File: src/att_pkg.sv
package att_pkg;

   localparam int ROW_COUNT = 24;
   localparam int COL_COUNT = 80;
   localparam int CELL_COUNT = ROW_COUNT * COL_COUNT;
   localparam int ROW_W = 5;
   localparam int COL_W = 7;
   localparam int ADDR_W = $clog2(CELL_COUNT);

   localparam logic [7:0] CH_BS    = 8'h08;
   localparam logic [7:0] CH_CR    = 8'h0d;
   localparam logic [7:0] CH_LF    = 8'h0a;
   localparam logic [7:0] CH_ESC   = 8'h1b;
   localparam logic [7:0] CH_SPACE = 8'h20;
   localparam logic [7:0] CH_DEL   = 8'h7f;
   localparam logic [7:0] CH_LBRK  = 8'h5b;
   localparam logic [7:0] CH_MARK  = 8'h5f;
   localparam logic [7:0] CH_SEMI  = 8'h3b;
   localparam logic [7:0] CH_0     = 8'h30;
   localparam logic [7:0] CH_9     = 8'h39;
   localparam logic [7:0] CH_UP    = 8'h41;
   localparam logic [7:0] CH_DOWN  = 8'h42;
   localparam logic [7:0] CH_RIGHT = 8'h43;
   localparam logic [7:0] CH_LEFT  = 8'h44;
   localparam logic [7:0] CH_HOME  = 8'h48;
   localparam logic [7:0] CH_ED    = 8'h4a;
   localparam logic [7:0] CH_EL    = 8'h4b;

   // Classified operation codes passed from front to back
   localparam logic [3:0] OP_READ   = 4'd0;
   localparam logic [3:0] OP_BS     = 4'd1;
   localparam logic [3:0] OP_CR     = 4'd2;
   localparam logic [3:0] OP_LF     = 4'd3;
   localparam logic [3:0] OP_NOP    = 4'd4;  // seq state only, no mark
   localparam logic [3:0] OP_PRINT  = 4'd5;
   localparam logic [3:0] OP_MARK   = 4'd6;  // only redraw mark
   localparam logic [3:0] OP_EL     = 4'd7;
   localparam logic [3:0] OP_ED     = 4'd8;
   localparam logic [3:0] OP_UP     = 4'd9;
   localparam logic [3:0] OP_DOWN   = 4'd10;
   localparam logic [3:0] OP_RIGHT  = 4'd11;
   localparam logic [3:0] OP_LEFT   = 4'd12;
   localparam logic [3:0] OP_HOME   = 4'd13;

   typedef struct packed {
      logic [3:0]       op;
      logic [7:0]       ch;
      logic [7:0]       num;
      logic [7:0]       first;
      logic             in_seq;
      logic [ROW_W-1:0] rrow;
      logic [COL_W-1:0] rcol;
   } cmd_type;

   typedef struct packed {
      logic [7:0]       cell_char;
      logic [ROW_W-1:0] cursor_row;
      logic [COL_W-1:0] cursor_col;
      logic             in_sequence;
   } rsp_type;

   typedef struct packed {
      logic             func;
      logic [7:0]       data_byte;
      logic [ROW_W-1:0] read_row;
      logic [COL_W-1:0] read_col;
   } req_type;

endpackage

File: src/att_if.sv


interface att_cmd_if;
   import att_pkg::*;
   logic    valid;
   logic    ready;
   cmd_type data;
   modport source (output valid, output data, input ready);
   modport sink (input valid, input data, output ready);
endinterface

File: src/att_queue.sv
// Two-entry command queue between front and back.
module att_queue (
   input  logic clock,
   input  logic reset,
   att_cmd_if.sink   din,
   att_cmd_if.source dout
);
   import att_pkg::*;

   cmd_type    mem_ff [2];
   logic       wp_ff, rp_ff;
   logic [1:0] cnt_ff;
   logic       push, pop;

   assign din.ready = cnt_ff != 2'd2;
   assign dout.valid = cnt_ff != 2'd0;
   assign dout.data = mem_ff[rp_ff];
   assign push = din.valid && din.ready;
   assign pop = dout.valid && dout.ready;

   always_ff @(posedge clock) begin
      if (push) mem_ff[wp_ff] <= din.data;
   end

   always_ff @(posedge clock) begin
      if (reset) begin
         wp_ff <= 1'b0;
         rp_ff <= 1'b0;
         cnt_ff <= 2'd0;
      end else begin
         if (push) wp_ff <= ~wp_ff;
         if (pop) rp_ff <= ~rp_ff;
         cnt_ff <= cnt_ff + {1'b0, push} - {1'b0, pop};
      end
   end
endmodule

File: src/flat_wrapper.sv
// flat-port wrapper written by rule: the top's interface ports become plain ports
module att_queue_flat import att_pkg::*;
  (clock, reset, din_valid, din_data, din_ready, dout_valid, dout_data, dout_ready);
  att_cmd_if din_i ();
  att_cmd_if dout_i ();
  input  logic clock;
  input  logic reset;
  input wire logic [$bits(din_i.valid)-1:0] din_valid;
  input wire logic [$bits(din_i.data)-1:0] din_data;
  output wire logic [$bits(din_i.ready)-1:0] din_ready;
  output wire logic [$bits(dout_i.valid)-1:0] dout_valid;
  output wire logic [$bits(dout_i.data)-1:0] dout_data;
  input wire logic [$bits(dout_i.ready)-1:0] dout_ready;
  assign din_i.valid = din_valid;
  assign din_i.data = din_data;
  assign din_ready = din_i.ready;
  assign dout_valid = dout_i.valid;
  assign dout_data = dout_i.data;
  assign dout_i.ready = dout_ready;
  att_queue u_core (.clock(clock), .reset(reset), .din(din_i), .dout(dout_i));
endmodule
File: config.mk
export PLATFORM = sky130hd
export DESIGN_NAME = att_queue_flat
export DESIGN_NICKNAME = d
export VERILOG_FILES = /design/src/att_pkg.sv /design/src/att_if.sv /design/src/att_queue.sv /design/src/flat_wrapper.sv
export SDC_FILE = /design/constraint.sdc
export NUM_CORES = 1
export LEC_CHECK = 0
export BUFFER_PORTS_ARGS = -buffer_cell sky130_fd_sc_hd__clkbuf_2
export CORE_ASPECT_RATIO = 0.6
export CORE_MARGIN = 1
export CORE_UTILIZATION = 56
export DETAILED_ROUTE_END_ITERATION = 10
export PLACE_DENSITY = 0.84
export SYNTH_ARGS = -nofsm -noshare
export SYNTH_HDL_FRONTEND = slang
export SYNTH_SLANG_ARGS = --single-unit
File: constraint.sdc
create_clock -name clock -period 6.5 [get_ports clock]
set_clock_uncertainty 0.05 [all_clocks]
set_input_delay 0.325 -clock clock [delete_from_list [all_inputs] [get_ports clock]]
set_output_delay 0.325 -clock clock [all_outputs]
set_load 0.005 [all_outputs]
==> impl_metrics.tcl, run 1 <==
set metrics [dict create \
    syn_inst 154 \
    numCtsBuffers 9 \
    areaGrowthSynthToFinish_pct 19.6 \
    cts_htree_levels 3 \
    die_x_um 102 \
    cts_buffer_depth 2 \
    antenna_left 0 \
    start_util_pct 59.3 \
    dieArea_mm2 0.00634 \
    worstPathRequired_ns 6.12 \
    crit_type "flop to output pin" \
    ys_seq_area_share_pct 76.1 \
    ir_drop_mv 0.191 \
    synth_largest_area_cell "edfxtp_1" \
    synth_ff_type "edfxtp_1" \
    finalHoldViolCount 0 \
    sequentialPowerShare_pct 51.8 \
    pwr-share-clk_pct 20.8 \
    hold_path_class "primary input to flop" \
    grt_pass1_wl_um 7470 \
    leakagePower_nw 1.62 \
    drc_errors 0 \
    cts.clk_slew.worst_paths_ns 0.08 \
    cp_data_arrival_time_ns 2.09 \
    combPwrFrac_pct 27.4 \
    viasPerCell 4.90 \
    cap_violations 0 \
    swShare_pct 26.2 \
    path_cells "buf_4 > mux2_1 > clkbuf_2" \
    fin_crit_ns 2.46 \
    start_kind "flop" \
    synth_edf_count 82 \
    drv_slew 0 \
    grt_use_total_pct 17.3 \
    p_sw_uw 387 \
    status "finished clean" \
    netlist-cell-type-count 18 \
    fillerInstances 381 \
    die_y_um 62.1 \
    core_area_mm2 0.00568 \
    period_share_pct 37.9 \
    firstDrtPassIters 4 \
    cts_tree "done" \
    path_max_fanout 21 \
    yosysMostFrequentCell "edfxtp_1" \
    fmax_mhz 406 \
    cts_resized 0 \
    num_antenna_cells 0 \
    ioPinCount 88 \
    vias 1628 \
    worst_path_dominant_cell_family "flip-flops" \
    drive_gt1_share_pct 58.3 \
    tightest_slew_ns 1.19 \
    final_nets 295 \
    syn_area_mm2 0.00337 \
    cts_sinks 87 \
    p_int_mw 1.09 \
    r2r_setup_slack_ns 4.38 \
    drt_wl_total_um 5170 \
    drtIter0Drc 75 \
    avgSynthCellArea_um2 21.9 \
    slowest_delay_ns 0.77 \
    ys_top_cells_by_count "edfxtp_1 (82), mux2_4 (40), buf_6 (5), dfxtp_1 (5), nor2_1 (4)" \
    rsz0062_at_grt "false" \
    yosysWarnings 0 \
    netlist.area_leader.share_pct 73.1 \
    relSlewSlack_pct 20.7 \
    row_count 21 \
    setup.worst_path.end_class "output pin" \
    gp_congestion 0.710 \
    placed_area_mm2 0.00386 \
    port_buffers 87 \
    tns_ns 0 \
    avgRoutedWirePerCell_um 15.6 \
    cts_root_buf "clkbuf_8" \
    powerDensity_mw_per_mm2 366 \
    antenna_found_initial 0 \
    cp_slowest_cell "dfxtp_2" \
    cts_setup_buffers 0 \
    clk_latency_ns 0.34 \
    cts-hold-fix-buffers 0 \
    ys_async_sr_fraction_pct 0 \
    grt_pass1_vias 1528 \
    cp_num_buf_inv 2 \
    setup_viol_count_final 0 \
    grt_max_degree 42 \
    synth-seq-cells 87 \
    synth_area_leaders "edfxtp_1 (73%), mux2_4 (18%), dfxtp_1 (3.0%)" \
    grt_overflow 0 \
    syn_nets 201 \
    design_area_mm2 0.00403 \
]
==> metal layers <==
layer	vias to the layer above	share of wire [%]	track usage, %	routed length, um
met1	777	47	22.6	2440
met5	-	0	0	0
met2	63	44	26.0	2290
met4	0	0.85	7.35	44
met3	8	7.7	7.49	396
li1	780	-	-	-
==> worst paths after layout <==
check                    from              endpoint  depth (start not counted)
min               din_data[4]   u_core.mem_ff[1][4]                          1
min reg2reg      u_core.rp_ff                  flop                          2
max                      flop         dout_data[40]                          3
max reg2reg  u_core.cnt_ff[0]  u_core.mem_ff[0][14]                          3
==> through the flow <==
stage | total power, mW | setup slack (ns) | hold slack [ns] | util (%) | instances
2_1_floorplan | 1.05 | 3.48 | 0.347 | - | 154
3_3_place_gp | 1.18 | 4.38 | 0.449 | 68.1 | 317
3_5_place_dp | 1.18 | 4.36 | 0.454 | 68.1 | 317
4_1_cts | 1.49 | 4.00 | 0.0959 | 71.0 | 332
5_1_grt | 1.56 | 3.93 | 0.0888 | 71.0 | 332
6_report | 1.47 | 4.04 | 0.116 | 71.0 | 332
==> placed cells by master, fill, tap and decap left out, types with 2 or more instances in the layout <==
cell      instances
mux2_4           40
clkbuf_2         87
clkinv_2          2
edfxtp_1         82
ha_1              2
clkbuf_8          9
clkinv_4          2
xnor2_1           2
inv_1             2
dfxtp_1           4
nand2b_1          2
nor2_1            4
==> sequential cells by signal (all words and copies together), names as in the netlist, named ones only <==
name	cells
u_core.cnt_ff	2
u_core.wp_ff	1
u_core.mem_ff	82
u_core.rp_ff	1
==> cell families after synthesis <==
group | count (synthesis) | share of synthesized area, %
AO/OA/AOI/OAI | 2 | 0.371
XOR/XNOR | 3 | 0.780
adder cells (fa/ha/maj) | 2 | 0.743
buffers and inverters | 7 | 1.89
flip-flops | 87 | 76.1
multiplexers | 41 | 18.2
AND/OR/NAND/NOR | 12 | 1.97
==> power by group through the flow <==
stage / sequential (mW) / clock, mW / combinational (mW)
finish: 0.765 / 0.307 / 0.403
global route: 0.773 / 0.342 / 0.441
CTS: 0.766 / 0.318 / 0.408
detailed placement: 0.778 / 0 / 0.406
global placement: 0.772 / 0 / 0.403
floorplan: 0.745 / 0 / 0.305
==> final cells by class <==
class	count	area, um^2	share of cell area, %
clock buffers	9	124	3.08
clock inverters	6	38.8	0.963
inverters	2	7.51	0.186
multi-input cells	60	751	18.6
flip-flops and latches	87	2560	63.7
well taps	80	100	2.49
repair buffers	88	443	11.0
Note: power is estimated with default switching activity, not from simulation.
==> run 2, diff against run 1 <==
Settings changed: CORE_UTILIZATION 56 to 47, PLACE_DENSITY 0.84 to 0.75.
Clock period 6.5 ns to 2.2 ns, I/O delays scaled along.
==> impl_metrics.tcl, run 2 (synthesized netlist as in run 1, its figures left out) <==
set metrics [dict create \
    tightest_slew_ns 0.383 \
    final_nets 342 \
    top_register "u_core.mem_ff" \
    dieArea_mm2 0.00752 \
    start_kind "flop" \
    cp_slowest_cell "mux2_1" \
    die_x_um 111 \
    drv_slew 0 \
    path_max_fanout 21 \
    worstPathRequired_ns 2.04 \
    fin_crit_ns 1.64 \
    p_total_mw 5.21 \
    status "finished, violations left" \
    grt_pass1_vias 1843 \
    num_antenna_cells 0 \
    clk_latency_ns 0.32 \
    relSlewSlack_pct 74.5 \
    start_util_pct 49.6 \
    die_y_um 67.6 \
    dp_hpwl_um 3550 \
    areaGrowthSynthToFinish_pct 39.0 \
    tns_ns 0 \
    leakagePower_nw 1.90 \
    vias 1782 \
    gp_congestion 0.776 \
    reg.largest.list "u_core.mem_ff (82), u_core.cnt_ff (2)" \
    cap_violations 0 \
    worst_path_dominant_cell_family "buffers and inverters" \
    powerDensity_mw_per_mm2 1110 \
    firstDrtPassIters 7 \
    cts_htree_levels 3 \
    cts_root_buf "clkbuf_16" \
    cp_data_arrival_time_ns 1.48 \
    violations "design-rule violations" \
    cts_setup_buffers 0 \
    drtIter0Drc 44 \
    cts_sinks 87 \
    row_count 23 \
    grt_use_total_pct 16.5 \
    avgRoutedWirePerCell_um 14.7 \
    fillerInstances 445 \
    viasPerCell 4.60 \
    cts-hold-fix-buffers 43 \
    grt_max_degree 42 \
    cts_resized 0 \
    seq_area_mm2 0.00256 \
    port_buffers 87 \
    cp_num_buf_inv 2 \
    final_common_cell "clkbuf_2" \
    grt_overflow 0 \
    slowest_delay_ns 0.37 \
    hold_path_class "primary input to flop" \
    largest_reg_flops 82 \
    finalHoldViolCount 0 \
    mostFrequentLayoutCells "clkbuf_2 (87), edfxtp_1 (82), dlygate4sd3_1 (43)" \
    cts_buffer_depth 2 \
    crit_type "flop to output pin" \
    period_share_pct 74.5 \
    antenna_left 0 \
    ir_drop_mv 0.614 \
    setup.worst_path.end_class "output pin" \
    drc_errors 14 \
    antenna_found_initial 0 \
    drive_gt1_share_pct 50.0 \
    cts_tree "done" \
    fmax_mhz 610 \
    core_area_mm2 0.00679 \
    grt_pass1_wl_um 8950 \
    multi_input_area_um2 751 \
    setup_viol_count_final 0 \
    path_cells "buf_4 > mux2_1 > clkbuf_2" \
    ioPinCount 88 \
    drt_wl_total_um 5690 \
    rsz0062_at_grt "false" \
    cts.clk_slew.worst_paths_ns 0.06 \
    numCtsBuffers 9 \
]
==> run 2: cell types whose count changed in the layout (fill, tap and decap cells not counted) <==
cell,change
buf_12,+1
buf_4,+3
bufinv_16,+3
clkbuf_1,+3
clkbuf_16,+9
clkbuf_8,-9
clkinv_1,-1
clkinv_2,-2
clkinv_4,-2
dlygate4sd3_1,+43
==> run 2: per-layer routing <==
metal  vias to the layer above  global-route usage (%)  wire, um  share of wire, %
met2                        69                    28.0      2720                48
li1                        873                       -         -                 -
met1                       836                    20.0      2530                44
met3                         4                    6.46       405               7.1
met5                         -                       0         0                 0
met4                         0                    5.07        29              0.51
==> run 2: metrics by stage <==
step	std cells	hold WS (ns)	setup WS [ns]	cell area, um^2	util, %
after floorplan	154	0.132	0.184	3380	-
after global placement	328	0.249	0.685	3920	57.7
after detailed placement	328	0.253	0.643	3920	57.7
after CTS	387	0.177	0.521	4680	68.9
after global routing	387	0.220	0.476	4680	68.9
final	387	0.180	0.562	4680	68.9
==> run 2: worst paths after layout <==
path	cells past startpoint	to	from	slack, ns
setup reg to reg	7	u_core.cnt_ff[1]	u_core.cnt_ff[1]	0.61
setup / recovery	3	dout_data[40]	flop	0.56
hold reg to reg	2	u_core.rp_ff	u_core.rp_ff	0.47
hold / removal	4	u_core.rp_ff	dout_ready	0.18
==> run 2: layout make-up <==
type / count / area share, %
clock buffer: 12 / 5.05
clock inverter: 4 / 2.09
inverter: 2 / 0.160
multi-input combinational: 60 / 16.0
sequential: 87 / 54.8
tap: 87 / 2.33
timing repair buffer: 135 / 19.6
==> run 2: worst reg2reg max path: stages (launching register included) <==
cell     delay, ns
dfxtp_1       0.35
o21a_1        0.21
ha_1          0.29
inv_1         0.05
ha_1          0.16
xor2_1        0.19
xnor2_1       0.13
nor2_1        0.05
==> run 2: power by group <==
part	internal (mW)	switching, mW	total [mW]	leakage [nW]
clock	1.11	0.558	1.67	0.157
combinational	0.785	0.580	1.36	0.936
sequential	2.11	0.0745	2.18	0.807
==> run 3, diff against run 2 <==
Settings changed: ABC_AREA set to 1, CORE_UTILIZATION 47 to 52, PLACE_DENSITY 0.75 to 0.79.
Clock period 2.2 ns to 1.6 ns, I/O delays scaled along.
==> impl_metrics.tcl, run 3 <==
set metrics [dict create \
    status "finished clean" \
    yosysMostFrequentCell "edfxtp_1" \
    sequentialPowerShare_pct 44.9 \
    start_util_pct 54.9 \
    die_y_um 64.8 \
    grt_use_met2_pct 31.5 \
    grt_max_degree 25 \
    dp.cells 340 \
    drv_slew 0 \
    drtIter0Drc 63 \
    die_x_um 107 \
    rsz0062_at_grt "false" \
    dieArea_mm2 0.00690 \
    netlist.area_leader.share_pct 72.1 \
    worstPathRequired_ns 1.47 \
    cts_htree_levels 3 \
    grt_use_total_pct 18.7 \
    pwr-share-clk_pct 27.5 \
    yosysWarnings 0 \
    top_register "u_core.mem_ff" \
    ys_seq_area_share_pct 75.1 \
    setup_viol_count_final 0 \
    fin_crit_ns 1.54 \
    synth_simple_gate_area_share_pct 2.31 \
    ys_top_cells_by_count "edfxtp_1 (82), mux2_4 (40), inv_1 (9), nor2_1 (9), nand2_1 (8)" \
    multi_input_area_um2 743 \
    path_max_fanout 17 \
    synthMuxAreaShare_pct 17.9 \
    cts_buffer_depth 2 \
    reg.largest.list "u_core.mem_ff (82), u_core.cnt_ff (2)" \
    ioPinCount 88 \
    port_buffers 87 \
    combPwrFrac_pct 27.6 \
    synth_edf_count 82 \
    syn_inst 166 \
    antenna_left 0 \
    period_share_pct 96.0 \
    numCtsBuffers 9 \
    areaGrowthSynthToFinish_pct 38.4 \
    cts_sinks 87 \
    swShare_pct 24.0 \
    busiest_layer "met2" \
    ys_async_sr_fraction_pct 0 \
    final_nets 361 \
    p_sw_mw 1.63 \
    netlist-cell-type-count 12 \
    synth_area_leaders "edfxtp_1 (72%), mux2_4 (18%), dfxtp_1 (2.9%)" \
    fillerInstances 371 \
    cts.clk_slew.worst_paths_ns 0.08 \
    powerDensity_mw_per_mm2 1430 \
    cts_root_buf "clkbuf_8" \
    largest_reg_flops 82 \
    syn_area_mm2 0.00341 \
    antenna_found_initial 0 \
    avgSynthCellArea_um2 20.6 \
    avgRoutedWirePerCell_um 14.5 \
    start_kind "flop" \
    synth_xor_area_share_pct 0 \
    synth_top_family_by_area "multiplexers" \
    crit_type "flop to output pin" \
    firstDrtPassIters 4 \
    cp_data_arrival_time_ns 1.41 \
    fmax_mhz 651 \
    synth-compound-area-share_pct 0.293 \
    grt.met3_usage_pct 6.24 \
    leakagePower_nw 1.95 \
    synth-seq-cells 87 \
    drt_wl_total_um 5820 \
    gp_congestion 0.767 \
    drive_gt1_share_pct 50.5 \
    grt_pass1_wl_um 9220 \
    grt_pass1_vias 1950 \
    timing.hold.ws_ns 0.403 \
    grt_overflow 0 \
    core_area_mm2 0.00622 \
    synth_largest_area_cell "edfxtp_1" \
    dp_hpwl_um 3720 \
    synth_ff_type "edfxtp_1" \
    final_common_cell "clkbuf_2" \
    viasPerCell 4.72 \
    stdcell_count 401 \
    row_count 22 \
    hold_path_class "primary input to flop" \
    ir_drop_mv 1.01 \
    tightest_slew_ns 0.227 \
    syn_nets 213 \
    setup.worst_path.end_class "output pin" \
    vias 1892 \
    mostFrequentLayoutCells "clkbuf_2 (87), edfxtp_1 (82), dlygate4sd3_1 (44)" \
    tns_ns 0 \
    clk_latency_ns 0.34 \
    finalHoldViolCount 0 \
    seq_area_mm2 0.00257 \
    num_antenna_cells 0 \
    cap_violations 0 \
    synthAdderAreaFrac_pct 0.733 \
    met1_usage_pct 22.4 \
    p_int_mw 5.15 \
    drc_errors 0 \
    relSlewSlack_pct 84.8 \
    cts_tree "done" \
]
==> run 3: path summary, 6_finish.rpt <==
check	start	endpoint	slack, ns	depth (start not counted)
worst max register to register	u_core.cnt_ff[1]	u_core.cnt_ff[1]	0.12	10
worst min-delay path	din_data[12]	u_core.mem_ff[0][12]	0.40	2
worst max-delay path	flop	dout_data[12]	0.06	3
worst min register to register	u_core.rp_ff	flop	0.46	2
==> run 3: cell type report <==
class                      count  area share (%)
clock buffer                  10            2.70
clock inverter                 4            2.54
inverter                       9           0.795
multi-input combinational     65            15.7
sequential                    87            54.4
tap                           84            2.23
timing repair buffer         142            21.6
==> run 3: worst max-delay path, cell delays in order, from the launching register on <==
cell	delay, ns
dfxtp_4	0.43
buf_12	0.20
mux2_4	0.31
clkbuf_2	0.12
==> run 3: timing repair <==
action                                 in CTS  in global routing
gates resized for setup                     1                  0
buffers inserted                            0                  3
hold buffers                               44                  0
gates cloned                                0                  0
setup endpoints to repair                  38                 18
endpoints found under the hold margin      87                  0
==> run 3: cell families (layout without fill, tap and decap cells) <==
kind of cell,after synthesis,in the layout
buf+inv,14,165
mux,41,41
simple gates,20,20
compound gates,2,2
fa+ha+maj,2,2
flops,87,87
==> run 3: metrics by stage <==
step | cell area, um^2 | total power [mW] | util (%) | setup slack, ns
floorplan | 3440 | 4.23 | - | 0.0130
global placement | 4010 | 4.82 | 64.5 | 0.215
detailed placement | 4010 | 4.85 | 64.5 | 0.173
CTS | 4700 | 6.80 | 75.6 | 0.00132
global route | 4720 | 7.09 | 75.9 | 0.00194
finish | 4720 | 6.78 | 75.9 | 0.0641
==> run 3: power by group through the flow <==
stage          Combinational [mW]  Sequential [mW]  Clock, mW
6_report                     1.87             3.04       1.87
3_5_place_dp                 1.75             3.10          0
5_1_grt                      2.02             3.08       2.00
2_1_floorplan                1.19             3.04          0
4_1_cts                      1.85             3.05       1.90
3_3_place_gp                 1.74             3.08          0
==> run 3: per-layer routing <==
layer  wire, um  up-vias
li1           -      918
met1       2550      892
met2       2810       75
met3        387        7
met4         67        0
met5          0        -
