`src/att_pkg.sv`:
```
package att_pkg;

   localparam int ROW_COUNT = 24;
   localparam int COL_COUNT = 80;
   localparam int CELL_COUNT = ROW_COUNT * COL_COUNT;
   localparam int ROW_W = 5;
   localparam int COL_W = 7;
   localparam int ADDR_W = $clog2(CELL_COUNT);

   localparam logic [7:0] CH_BS    = 8'h08;
   localparam logic [7:0] CH_CR    = 8'h0d;
   localparam logic [7:0] CH_LF    = 8'h0a;
   localparam logic [7:0] CH_ESC   = 8'h1b;
   localparam logic [7:0] CH_SPACE = 8'h20;
   localparam logic [7:0] CH_DEL   = 8'h7f;
   localparam logic [7:0] CH_LBRK  = 8'h5b;
   localparam logic [7:0] CH_MARK  = 8'h5f;
   localparam logic [7:0] CH_SEMI  = 8'h3b;
   localparam logic [7:0] CH_0     = 8'h30;
   localparam logic [7:0] CH_9     = 8'h39;
   localparam logic [7:0] CH_UP    = 8'h41;
   localparam logic [7:0] CH_DOWN  = 8'h42;
   localparam logic [7:0] CH_RIGHT = 8'h43;
   localparam logic [7:0] CH_LEFT  = 8'h44;
   localparam logic [7:0] CH_HOME  = 8'h48;
   localparam logic [7:0] CH_ED    = 8'h4a;
   localparam logic [7:0] CH_EL    = 8'h4b;

   // Classified operation codes passed from front to back
   localparam logic [3:0] OP_READ   = 4'd0;
   localparam logic [3:0] OP_BS     = 4'd1;
   localparam logic [3:0] OP_CR     = 4'd2;
   localparam logic [3:0] OP_LF     = 4'd3;
   localparam logic [3:0] OP_NOP    = 4'd4;  // seq state only, no mark
   localparam logic [3:0] OP_PRINT  = 4'd5;
   localparam logic [3:0] OP_MARK   = 4'd6;  // only redraw mark
   localparam logic [3:0] OP_EL     = 4'd7;
   localparam logic [3:0] OP_ED     = 4'd8;
   localparam logic [3:0] OP_UP     = 4'd9;
   localparam logic [3:0] OP_DOWN   = 4'd10;
   localparam logic [3:0] OP_RIGHT  = 4'd11;
   localparam logic [3:0] OP_LEFT   = 4'd12;
   localparam logic [3:0] OP_HOME   = 4'd13;

   typedef struct packed {
      logic [3:0]       op;
      logic [7:0]       ch;
      logic [7:0]       num;
      logic [7:0]       first;
      logic             in_seq;
      logic [ROW_W-1:0] rrow;
      logic [COL_W-1:0] rcol;
   } cmd_type;

   typedef struct packed {
      logic [7:0]       cell_char;
      logic [ROW_W-1:0] cursor_row;
      logic [COL_W-1:0] cursor_col;
      logic             in_sequence;
   } rsp_type;

   typedef struct packed {
      logic             func;
      logic [7:0]       data_byte;
      logic [ROW_W-1:0] read_row;
      logic [COL_W-1:0] read_col;
   } req_type;

endpackage

```
`src/att_if.sv`:
```
interface att_req_if;
   import att_pkg::*;
   logic    valid;
   logic    ready;
   req_type data;
   modport source (output valid, output data, input ready);
   modport sink (input valid, input data, output ready);
endinterface


interface att_cmd_if;
   import att_pkg::*;
   logic    valid;
   logic    ready;
   cmd_type data;
   modport source (output valid, output data, input ready);
   modport sink (input valid, input data, output ready);
endinterface

```
`src/att_front.sv`:
```
// Parses escape sequences and classifies each byte into a command.
module att_front (
   input  logic clock,
   input  logic reset,
   att_req_if.sink   req,
   att_cmd_if.source cmd
);
   import att_pkg::*;

   logic       esc_ff, esc_in;
   logic       csi_ff, csi_in;
   logic [7:0] num_ff, num_in;
   logic [7:0] first_ff, first_in;
   cmd_type    c;
   logic [7:0] b;
   logic [11:0] acc;

   assign req.ready = cmd.ready;
   assign cmd.valid = req.valid;
   assign b = req.data.data_byte;
   assign acc = {4'd0, num_ff} * 12'd10 + {8'd0, b[3:0]};

   // Decode: next sequence state and the command for the back end
   always_comb begin
      esc_in = esc_ff;
      csi_in = csi_ff;
      num_in = num_ff;
      first_in = first_ff;
      c.op = OP_MARK;
      c.ch = b;
      c.num = num_ff;
      c.first = first_ff;
      c.rrow = req.data.read_row;
      c.rcol = req.data.read_col;
      if (req.data.func) begin
         c.op = OP_READ;
      end else if (b == CH_BS) begin
         c.op = OP_BS;
      end else if (b == CH_CR) begin
         c.op = OP_CR;
      end else if (b == CH_LF) begin
         c.op = OP_LF;
      end else if (b == CH_ESC) begin
         c.op = OP_NOP;
         esc_in = 1'b1;
      end else if (esc_ff && b == CH_LBRK) begin
         c.op = OP_NOP;
         esc_in = 1'b0;
         csi_in = 1'b1;
      end else if (csi_ff) begin
         esc_in = 1'b0;
         if (b >= CH_0 && b <= CH_9) begin
            c.op = OP_NOP;
            num_in = (acc > 12'd255) ? 8'd255 : acc[7:0];
         end else if (b == CH_SEMI) begin
            c.op = OP_NOP;
            first_in = num_ff;
            num_in = 8'd0;
         end else begin
            unique case (b)
               CH_EL:    c.op = OP_EL;
               CH_ED:    c.op = (num_ff == 8'd2) ? OP_ED : OP_MARK;
               CH_UP:    c.op = OP_UP;
               CH_DOWN:  c.op = OP_DOWN;
               CH_RIGHT: c.op = OP_RIGHT;
               CH_LEFT:  c.op = OP_LEFT;
               CH_HOME:  c.op = OP_HOME;
               default:  c.op = OP_MARK;
            endcase
            csi_in = 1'b0;
            num_in = 8'd0;
            first_in = 8'd0;
         end
      end else begin
         esc_in = 1'b0;
         num_in = 8'd0;
         first_in = 8'd0;
         c.op = (b >= CH_SPACE && b < CH_DEL) ? OP_PRINT : OP_MARK;
      end
      c.in_seq = esc_in | csi_in;
   end

   assign cmd.data = c;

   always_ff @(posedge clock) begin
      if (reset) begin
         esc_ff <= 1'b0;
         csi_ff <= 1'b0;
         num_ff <= 8'd0;
         first_ff <= 8'd0;
      end else if (req.valid && cmd.ready && !req.data.func) begin
         esc_ff <= esc_in;
         csi_ff <= csi_in;
         num_ff <= num_in;
         first_ff <= first_in;
      end
   end
endmodule

```
`src/flat_wrapper.sv`:
```
// flat-port wrapper written by rule: the top's interface ports become plain ports
module att_front_flat import att_pkg::*;
  (clock, reset, req_valid, req_data, req_ready, cmd_valid, cmd_data, cmd_ready);
  att_req_if req_i ();
  att_cmd_if cmd_i ();
  input  logic clock;
  input  logic reset;
  input wire logic [$bits(req_i.valid)-1:0] req_valid;
  input wire logic [$bits(req_i.data)-1:0] req_data;
  output wire logic [$bits(req_i.ready)-1:0] req_ready;
  output wire logic [$bits(cmd_i.valid)-1:0] cmd_valid;
  output wire logic [$bits(cmd_i.data)-1:0] cmd_data;
  input wire logic [$bits(cmd_i.ready)-1:0] cmd_ready;
  assign req_i.valid = req_valid;
  assign req_i.data = req_data;
  assign req_ready = req_i.ready;
  assign cmd_valid = cmd_i.valid;
  assign cmd_data = cmd_i.data;
  assign cmd_i.ready = cmd_ready;
  att_front u_core (.clock(clock), .reset(reset), .req(req_i), .cmd(cmd_i));
endmodule
```
`config.mk`:
```
export PLATFORM = sky130hd
export DESIGN_NAME = att_front_flat
export DESIGN_NICKNAME = d
export VERILOG_FILES = /design/src/att_pkg.sv /design/src/att_if.sv /design/src/att_front.sv /design/src/flat_wrapper.sv
export SDC_FILE = /design/constraint.sdc
export NUM_CORES = 1
export LEC_CHECK = 0
export BUFFER_PORTS_ARGS = -buffer_cell sky130_fd_sc_hd__buf_4
export CAP_MARGIN = 25
export CORE_MARGIN = 3
export CORE_UTILIZATION = 49
export DETAILED_ROUTE_END_ITERATION = 16
export GPL_TIMING_DRIVEN = 0
export HOLD_SLACK_MARGIN = 0.1
export PLACE_DENSITY = 0.82
export SYNTH_ARGS = -nofsm -noshare
export SYNTH_HDL_FRONTEND = slang
export SYNTH_SLANG_ARGS = --single-unit
```
`constraint.sdc`:
```
create_clock -name clock -period 3.8 [get_ports clock]
set_clock_uncertainty 0.05 [all_clocks]
set_input_delay 0.19 -clock clock [delete_from_list [all_inputs] [get_ports clock]]
set_output_delay 0.19 -clock clock [all_outputs]
set_load 0.1 [all_outputs]
```
==> results of run 1 <==
==> metal layers <==
layer | global-route usage, % | vias to the layer above | share of wire (%)
met5 | 0 | - | 0
met4 | 6.60 | 0 | 1.3
met3 | 4.92 | 8 | 8.2
met2 | 36.2 | 75 | 51
met1 | 23.5 | 801 | 39
li1 | - | 846 | -
==> cell families after synthesis <==
group / share of synthesized area (%)
AOI/OAI and AO/OA: 22.1
xor gates and xnor gates: 3.67
adders and majority gates: 13.6
buffers and inverters: 12.6
DFF: 21.6
muxes: 1.87
and+or+nand+nor: 24.6
==> critical path, cell delays in order (launching register included) <==
cell and delay [ps]:
dfxtp_1 510, ha_1 290, ha_1 240, fa_1 430, nand3b_1 170, nor2_1 90
nand4_1 100, a2111oi_1 620, a21boi_4 180, a221o_1 300
==> cell type report <==
class	count	area share, %
Multi-Input combinational cell	150	50.6
Timing Repair Buffer	56	19.1
Sequential cell	18	16.5
Buffer	28	8.76
Tap cell	44	2.52
Clock buffer	4	1.66
Inverter	5	0.859
==> placed cells by master (no fill, tap or decap), types with 2 or more instances in the layout <==
| cell | count |
|---|---|
| buf_4 | 77 |
| dfxtp_1 | 18 |
| a21oi_1 | 17 |
| ha_1 | 15 |
| nand2_1 | 13 |
| nand3_1 | 13 |
| nor2_1 | 11 |
| a221o_1 | 8 |
| o21ai_0 | 6 |
| nand2b_1 | 6 |
| inv_1 | 5 |
| buf_2 | 4 |
| nor4_1 | 4 |
| xnor2_1 | 4 |
| a21o_1 | 4 |
| clkbuf_1 | 3 |
| nor3_1 | 3 |
| and3_1 | 3 |
| nand3b_1 | 3 |
| xor2_1 | 3 |
| clkbuf_4 | 3 |
| or2b_1 | 2 |
| a211o_1 | 2 |
| nand4_1 | 2 |
| a2111oi_0 | 2 |
| nand4b_1 | 2 |
| or2_2 | 2 |
| mux2i_1 | 2 |
| fa_1 | 2 |
==> how the worst max path moves through the flow <==
| stage | startpoint | end | slack [ps] |
|---|---|---|---|
| 3_5_place_dp | u_core.num_ff[1]$_SDFFE_PP0P_ | u_core.num_ff[1]$_SDFFE_PP0P_ | 770 |
| 3_3_place_gp | u_core.num_ff[1]$_SDFFE_PP0P_ | u_core.num_ff[7]$_SDFFE_PP0P_ | 800 |
| 5_1_grt | u_core.num_ff[1]$_SDFFE_PP0P_ | u_core.num_ff[1]$_SDFFE_PP0P_ | 520 |
| 4_1_cts | u_core.num_ff[1]$_SDFFE_PP0P_ | u_core.num_ff[1]$_SDFFE_PP0P_ | 700 |
| 2_1_floorplan | u_core.num_ff[1]$_SDFFE_PP0P_ | u_core.num_ff[1]$_SDFFE_PP0P_ | 290 |
| 6_report | u_core.num_ff[1]$_SDFFE_PP0P_ | u_core.num_ff[1]$_SDFFE_PP0P_ | 700 |
==> registers in the layout, indices dropped and copies added, names as in the netlist <==
signal and count:
u_core.first_ff 8, u_core.num_ff 8, u_core.csi_ff 1, u_core.esc_ff 1
==> report_power, final <==
part / leakage, nW / switching (mW) / total [mW] / internal [mW]
Combinational: 0.888 / 0.144 / 0.196 / 0.0523
Clock: 0.0210 / 0.0529 / 0.111 / 0.0582
Sequential: 0.145 / 0.00000672 / 0.188 / 0.188
==> through the flow <==
stage	power [mW]	instance area [um2]	instances
floorplan	0.344	1680	201
global placement	0.387	2140	300
detailed placement	0.389	2140	300
CTS	0.499	2180	304
global route	0.516	2180	305
finish	0.496	2180	305
==> flow_metrics.env, run 1 <==
export IMPL_die_height_um=64.4
export IMPL_grt_pass1_wl_um=7010
export IMPL_cts_path_max_buffers=2
export IMPL_critical_path_peak_fanout=8
export IMPL_ant_nets=0
export IMPL_cts_setup_buffers=0
export IMPL_start_kind="flip-flop"
export IMPL_netlist_instances=201
export IMPL_status="complete, no violations"
export IMPL_whs_ps=294
export IMPL_min_from="req_valid"
export IMPL_syn2layout_area_growth_pct=30.8
export IMPL_synth_edf_count=0
export IMPL_vias=1730
export IMPL_cap_violations=0
export IMPL_synthesis_area_um2=1670
export IMPL_die_area_um2=4150
export IMPL_start_util_pct=53.0
export IMPL_leakage_nw=1.05
export IMPL_wl_per_cell_um=13.8
export IMPL_hold_viol=0
export IMPL_grt_max_degree=11
export IMPL_drt_iter0_drc=141
export IMPL_ys_flop_type="dfxtp_1"
export IMPL_place_port_buffers=55
export IMPL_post_cts_resized=0
export IMPL_synth_seq_cells=18
export IMPL_yosys_area_top_type="dfxtp_1"
export IMPL_hold_path_class="input pin to flip-flop"
export IMPL_post_dp_hpwl_um=3340
export IMPL_design_core_area_um2=3150
export IMPL_viasPerCell=5.67
export IMPL_drive_above_1_share_pct=36.0
export IMPL_ys_types=48
export IMPL_r2r_start="u_core.num_ff[1]$_SDFFE_PP0P_"
export IMPL_ff2ff_path_depth=9
export IMPL_slew_headroom_pct=35.3
export IMPL_clkTransAtPathRegs_ps=100
export IMPL_grt_total_usage_pct=20.3
export IMPL_multi_input_area_um2=1100
export IMPL_wirelength_um=4220
export IMPL_r2r_slack_ps=700
export IMPL_ir_worst_vdd_uv=211
export IMPL_syn_nets=243
export IMPL_r2r_end="u_core.num_ff[1]$_SDFFE_PP0P_"
export IMPL_clock_latency_ps=280
export IMPL_nets=304
export IMPL_ctsHtreeMaxLevel=1
export IMPL_final_util_pct=69.3
export IMPL_num_rows=20
export IMPL_power_density_nw_per_um2=227
export IMPL_setup_slack_ps=699
export IMPL_drtPass1Iterations=4
export IMPL_numCtsBuffers=3
export IMPL_async_flop_share_pct=0
export IMPL_ys_warnings_count=0
export IMPL_whs_path_depth=4
export IMPL_avgSynthCellArea_um2=8.31
export IMPL_grt_overflow_total=0
export IMPL_setup_viol=0
export IMPL_regArea_um2=360
export IMPL_synth_commonest_cells="buf_4 (22), dfxtp_1 (18), a21oi_1 (17), ha_1 (15)"
export IMPL_critPathKind="flip-flop to flip-flop"
export IMPL_slew_violations=0
export IMPL_place_gp_congestion=0.860
export IMPL_fin_setup_tns_ps=0
export IMPL_max_clock_freq_ghz=0.323
export IMPL_ys_top_cells_by_area="dfxtp_1 (22%), ha_1 (11%), buf_4 (9.9%)"
export IMPL_worst_slew_pin_slew_ps=946
export IMPL_period_minus_slack_ps=3100
export IMPL_grt_pass1_vias=1662
export IMPL_synth_top_area_share_pct=21.6
export IMPL_cts_hold_buf=0
export IMPL_rsz0062_at_grt="false"
export IMPL_tritoncts="built"
export IMPL_cp_arrival_ps=3220
export IMPL_min_to="u_core.csi_ff$_SDFFE_PP0P_"
export IMPL_drcViolationCount=0
export IMPL_die_w_um=64.4
export IMPL_clk_root_buffer_cell="clkbuf_4"
export IMPL_end_kind="flip-flop"
export IMPL_yosysSeqAreaShare_pct=21.6
export IMPL_finalCritPeriodShare_pct=81.6
export IMPL_crit_required_ps=3920
export IMPL_antenna_found_initial=0
export IMPL_fillers=285
export IMPL_pre_cts_slack_ps=769
export IMPL_cts_num_sinks=18
export IMPL_yosysMostFrequentCell="buf_4"
export IMPL_antenna_cells=0
export IMPL_io_pin_count=68
Note: power is estimated with default switching activity, not from simulation.
==> run 2: changes to the inputs <==
--- a/config.mk
+++ b/config.mk
@@ -8,11 +8,11 @@
 export BUFFER_PORTS_ARGS = -buffer_cell sky130_fd_sc_hd__buf_4
 export CAP_MARGIN = 25
 export CORE_MARGIN = 3
-export CORE_UTILIZATION = 49
+export CORE_UTILIZATION = 44
 export DETAILED_ROUTE_END_ITERATION = 16
 export GPL_TIMING_DRIVEN = 0
 export HOLD_SLACK_MARGIN = 0.1
-export PLACE_DENSITY = 0.82
+export PLACE_DENSITY = 0.78
 export SYNTH_ARGS = -nofsm -noshare
 export SYNTH_HDL_FRONTEND = slang
 export SYNTH_SLANG_ARGS = --single-unit
==> constraint.sdc (replaced) <==
create_clock -name clock -period 2.8 [get_ports clock]
set_clock_uncertainty 0.05 [all_clocks]
set_input_delay 0.14 -clock clock [delete_from_list [all_inputs] [get_ports clock]]
set_output_delay 0.14 -clock clock [all_outputs]
set_load 0.1 [all_outputs]
==> flow_metrics.env, run 2 (synthesis gave the netlist of run 1 again) <==
export IMPL_status="complete, no violations"
export IMPL_wirelength_um=4370
export IMPL_finalCritPeriodShare_pct=96.2
export IMPL_grt_pass1_wl_um=6720
export IMPL_start_util_pct=47.8
export IMPL_clk_root_buffer_cell="clkbuf_8"
export IMPL_ant_nets=0
export IMPL_top_regs="u_core.first_ff: 8 flops, u_core.num_ff: 8 flops"
export IMPL_crit_slowest_cell="dfxtp_4"
export IMPL_drtPass1Iterations=4
export IMPL_r2r_end="u_core.num_ff[5]$_SDFFE_PP0P_"
export IMPL_p_comb_share_pct=36.9
export IMPL_cap_violations=0
export IMPL_hold_path_class="input pin to flip-flop"
export IMPL_numCtsBuffers=3
export IMPL_drcViolationCount=0
export IMPL_grt_overflow_total=0
export IMPL_layout_common_cells="buf_4 (77), a21oi_1 (16), ha_1 (14), nand2_1 (13), nand3_1 (13)"
export IMPL_critical_path_peak_fanout=8
export IMPL_cp_num_cells=9
export IMPL_ctsHtreeMaxLevel=1
export IMPL_nets=304
export IMPL_drt_iter0_drc=169
export IMPL_place_gp_congestion=0.804
export IMPL_io_pin_count=68
export IMPL_whs_path_depth=4
export IMPL_setup_viol=0
export IMPL_post_cts_resized=0
export IMPL_critPathKind="flip-flop to flip-flop"
export IMPL_slew_violations=0
export IMPL_p_sw_share_pct=38.1
export IMPL_power_density_nw_per_um2=316
export IMPL_startpoint="u_core.num_ff[1]$_SDFFE_PP0P_"
export IMPL_hold_viol=0
export IMPL_grt_total_usage_pct=18.6
export IMPL_p_sw_mw=0.275
export IMPL_crit_chain="ha_4 > ha_1 > fa_2 > and3_1 > or3_1 > and2_1 > mux2i_2 > a21boi_4 > a221o_1"
export IMPL_cts_path_max_buffers=2
export IMPL_post_dp_hpwl_um=3380
export IMPL_crit_end="u_core.num_ff[5]$_SDFFE_PP0P_"
export IMPL_cp_num_buf_inv=0
export IMPL_period_minus_slack_ps=2690
export IMPL_cts_hold_buf=0
export IMPL_place_port_buffers=55
export IMPL_end_kind="flip-flop"
export IMPL_r2r_start="u_core.num_ff[1]$_SDFFE_PP0P_"
export IMPL_r2r_slack_ps=110
export IMPL_viasPerCell=5.60
export IMPL_critPathTopFamily="adder cells"
export IMPL_finalPower_mw=0.722
export IMPL_slew_headroom_pct=37.5
export IMPL_start_kind="flip-flop"
export IMPL_layout_commonest_cell="buf_4"
export IMPL_clkTransAtPathRegs_ps=70
export IMPL_finalInstanceArea_um2=2280
export IMPL_cpPeakStageDelay_ps=410
export IMPL_drive_above_1_share_pct=41.4
export IMPL_placed_area_um2=2200
export IMPL_die_w_um=67.6
export IMPL_grt_pass1_vias=1511
export IMPL_ff2ff_path_depth=9
export IMPL_grt_max_degree=11
export IMPL_die_height_um=67.6
export IMPL_clock_latency_ps=250
export IMPL_ir_worst_vdd_uv=272
export IMPL_seqPwrFrac_pct=34.8
export IMPL_leakage_nw=1.07
export IMPL_fin_setup_tns_ps=0
export IMPL_die_area_um2=4570
export IMPL_cp_arrival_ps=2770
export IMPL_crit_required_ps=2880
export IMPL_wl_per_cell_um=14.2
export IMPL_max_clock_freq_ghz=0.371
export IMPL_antenna_found_initial=0
export IMPL_vias=1719
export IMPL_tritoncts="built"
export IMPL_worst_slew_pin_slew_ps=914
export IMPL_power_frac_clock_pct=28.3
export IMPL_design_core_area_um2=3490
export IMPL_antenna_cells=0
export IMPL_syn2layout_area_growth_pct=36.7
export IMPL_cts_setup_buffers=0
export IMPL_p_int_mw=0.447
export IMPL_cts_num_sinks=18
export IMPL_num_rows=21
run 2: cell count changes in the layout (fill, tap and decap cells not counted), moves of 3 or more:
cell,delta
dfxtp_2,+3
dfxtp_4,+5
clkbuf_4,-3
dfxtp_1,-8
clkbuf_8,+3
run 2: worst min path at each step:
stage,startpoint,end
finish,cmd_ready,u_core.csi_ff$_SDFFE_PP0P_
detailed placement,u_core.first_ff[7]$_SDFFE_PP0P_,u_core.first_ff[7]$_SDFFE_PP0P_
floorplan,req_data[13],u_core.num_ff[1]$_SDFFE_PP0P_
CTS,cmd_ready,u_core.csi_ff$_SDFFE_PP0P_
global route,req_valid,u_core.csi_ff$_SDFFE_PP0P_
global placement,u_core.first_ff[3]$_SDFFE_PP0P_,u_core.first_ff[3]$_SDFFE_PP0P_
run 2: worst register-to-register path, delay by kind of cell (launching register included):
family,cells,cell delay [ps]
adders and majority gates,3,810
AOI/OAI and AO/OA,2,410
DFF,1,410
and+or+nand+nor,3,690
muxes,1,220
run 2: metrics by stage:
stage	hold WS (ps)	instances	util [%]	worst slack (ps)
3_5_place_dp	398	302	62.9	97.5
5_1_grt	273	307	65.3	-32.8
4_1_cts	258	306	64.5	71.8
3_3_place_gp	395	302	62.9	131
2_1_floorplan	333	201	-	18.9
6_report	263	307	65.3	107
run 2: power by group through the flow:
| stage | combinational [mW] | sequential (mW) | clock, mW |
|---|---|---|---|
| finish | 0.267 | 0.251 | 0.205 |
| global route | 0.279 | 0.251 | 0.223 |
| CTS | 0.266 | 0.251 | 0.208 |
| detailed placement | 0.266 | 0.257 | 0 |
| global placement | 0.264 | 0.257 | 0 |
| floorplan | 0.206 | 0.257 | 0 |
run 2: final cells by class:
cell class	count	area, um2
Fill cell	314	1210
Multi-Input combinational cell	150	1160
Timing Repair Buffer	56	418
Sequential cell	18	383
Buffer	28	191
Tap cell	46	57.6
Clock buffer	4	55.1
Inverter	5	18.8
run 2: metal layers:
| metal | up-vias | track usage [%] | share of wire [%] |
|---|---|---|---|
| met5 | - | 0 | 0 |
| met2 | 66 | 33.0 | 51 |
| met3 | 4 | 2.50 | 6.8 |
| met1 | 797 | 23.1 | 41 |
| li1 | 852 | - | - |
| met4 | 0 | 5.06 | 1.3 |
==> run 3: changes to the inputs <==
--- a/config.mk
+++ b/config.mk
@@ -5,7 +5,7 @@
 export SDC_FILE = /design/constraint.sdc
 export NUM_CORES = 1
 export LEC_CHECK = 0
-export BUFFER_PORTS_ARGS = -buffer_cell sky130_fd_sc_hd__buf_4
+export BUFFER_PORTS_ARGS = -buffer_cell sky130_fd_sc_hd__buf_2
 export CAP_MARGIN = 25
 export CORE_MARGIN = 3
 export CORE_UTILIZATION = 44
==> flow_metrics.env, run 3 (synthesis gave the netlist of run 1 again) <==
export IMPL_cpPeakStageDelay_ps=380
export IMPL_vias=1660
export IMPL_viasPerCell=5.41
export IMPL_layout_common_cells="buf_2 (58), buf_4 (22), a21oi_1 (16), ha_1 (14)"
export IMPL_post_dp_hpwl_um=3170
export IMPL_critPathTopFamily="adder cells"
export IMPL_ant_nets=0
export IMPL_hold_viol=0
export IMPL_hold_path_class="input pin to flip-flop"
export IMPL_grt_total_usage_pct=17.2
export IMPL_io_pin_count=68
export IMPL_start_kind="flip-flop"
export IMPL_die_area_um2=4570
export IMPL_design_core_area_um2=3490
export IMPL_ir_worst_vdd_uv=264
export IMPL_top_regs="u_core.first_ff: 8 flops, u_core.num_ff: 8 flops"
export IMPL_status="complete, no violations"
export IMPL_drt_iter0_drc=95
export IMPL_slew_headroom_pct=40.7
export IMPL_power_frac_clock_pct=29.0
export IMPL_crit_slowest_cell="dfxtp_4"
export IMPL_max_clock_freq_ghz=0.369
export IMPL_wirelength_um=3980
export IMPL_cap_violations=0
export IMPL_critical_path_peak_fanout=8
export IMPL_antenna_cells=0
export IMPL_nets=304
export IMPL_seqPwrFrac_pct=35.7
export IMPL_num_rows=21
export IMPL_finalCritPeriodShare_pct=96.8
export IMPL_multi_input_area_um2=1160
export IMPL_critPathKind="flip-flop to flip-flop"
export IMPL_drcViolationCount=0
export IMPL_grt_pass1_vias=1485
export IMPL_antenna_found_initial=0
export IMPL_die_height_um=67.6
export IMPL_cp_num_buf_inv=0
export IMPL_wl_per_cell_um=13.0
export IMPL_ctsHtreeMaxLevel=1
export IMPL_p_sw_share_pct=38.8
export IMPL_grt_util_met3_pct=2.16
export IMPL_drive_above_1_share_pct=41.8
export IMPL_grt_use_met2_pct=31.8
export IMPL_start_util_pct=47.8
export IMPL_drtPass1Iterations=4
export IMPL_place_gp_congestion=0.799
export IMPL_cts_hold_buf=0
export IMPL_die_w_um=67.6
export IMPL_tritoncts="built"
export IMPL_numPlacedInstances=302
export IMPL_setup_viol=0
export IMPL_grt_max_degree=11
export IMPL_slew_violations=0
export IMPL_clock_latency_ps=240
export IMPL_grt_pass1_wl_um=6270
export IMPL_crit_chain="ha_4 > ha_1 > fa_2 > and3_1 > or3_1 > and2_1 > mux2i_2 > a21boi_4 > a221o_1"
export IMPL_leakage_nw=1.04
export IMPL_p_sw_mw=0.272
export IMPL_p_comb_share_pct=35.3
export IMPL_worst_slew_pin_slew_ps=867
export IMPL_syn2layout_area_growth_pct=28.4
export IMPL_fillers=333
export IMPL_p_int_mw=0.430
export IMPL_final_util_pct=61.4
export IMPL_cts_num_sinks=18
export IMPL_crit_required_ps=2880
export IMPL_clkTransAtPathRegs_ps=60
export IMPL_power_density_nw_per_um2=328
export IMPL_clk_root_buffer_cell="clkbuf_8"
export IMPL_cp_arrival_ps=2790
export IMPL_layout_commonest_cell="buf_2"
export IMPL_layout_cells_non_filler=307
export IMPL_gr_usage_met1_pct=21.3
export IMPL_period_minus_slack_ps=2710
export IMPL_grt_busiest_layer="met2"
export IMPL_end_kind="flip-flop"
export IMPL_regArea_um2=383
export IMPL_numCtsBuffers=3
export IMPL_place_port_buffers=55
export IMPL_grt_overflow_total=0
export IMPL_cts_path_max_buffers=2
run 3: path summary, 6_finish.rpt:
kind | from | to | slack, ps | cells past startpoint
worst max register to register | u_core.num_ff[1]$_SDFFE_PP0P_ | u_core.num_ff[5]$_SDFFE_PP0P_ | 90 | 9
worst min-delay path | cmd_ready | u_core.csi_ff$_SDFFE_PP0P_ | 250 | 4
worst min register to register | u_core.first_ff[0]$_SDFFE_PP0P_ | u_core.first_ff[0]$_SDFFE_PP0P_ | 400 | 2
worst max-delay path | u_core.num_ff[1]$_SDFFE_PP0P_ | u_core.num_ff[5]$_SDFFE_PP0P_ | 90 | 9
run 3: timing repair:
item                       in CTS  in global routing
setup buffers                   0                  0
setup endpoints to repair       0                  8
hold endpoints to repair        0                  0
gates resized for setup         0                  3
run 3: layout make-up:
| class | instances | share of cell area [%] |
|---|---|---|
| Multi-Input combinational cell | 150 | 54.0 |
| Sequential cell | 18 | 17.9 |
| Timing Repair Buffer | 56 | 13.1 |
| Buffer | 28 | 8.93 |
| Tap cell | 46 | 2.68 |
| Clock buffer | 4 | 2.57 |
| Inverter | 5 | 0.875 |
run 3: stage by stage:
step	setup slack (ps)	cell area (um2)	hold WS (ps)	setup TNS [ps]	total power [mW]
final	88.7	2140	251	0	0.703
after global routing	-9.80	2140	272	-9.80	0.736
after CTS	99.3	2120	250	0	0.709
after detailed placement	124	2060	390	0	0.505
after global placement	130	2060	391	0	0.503
after floorplan	18.9	1730	333	0	0.463
run 3: per-layer routing:
layer / routed length [um] / part of all wire [%]
met5: 0 / 0
met2: 2050 / 51
met1: 1710 / 43
met4: 2 / 0.050
met3: 216 / 5.4
run 3: tightest hold or removal path: cells and delay by family:
kind                   cells  cell delay (ps)
buffers and inverters      1              100
and+or+nand+nor            2              140
AOI/OAI and AO/OA          1              120
run 3: power groups by stage:
stage / registers (mW) / clock network, mW / logic, mW
finish: 0.251 / 0.203 / 0.248
CTS: 0.251 / 0.210 / 0.249
global placement: 0.257 / 0 / 0.246
global route: 0.251 / 0.225 / 0.261
floorplan: 0.257 / 0 / 0.206
detailed placement: 0.257 / 0 / 0.248
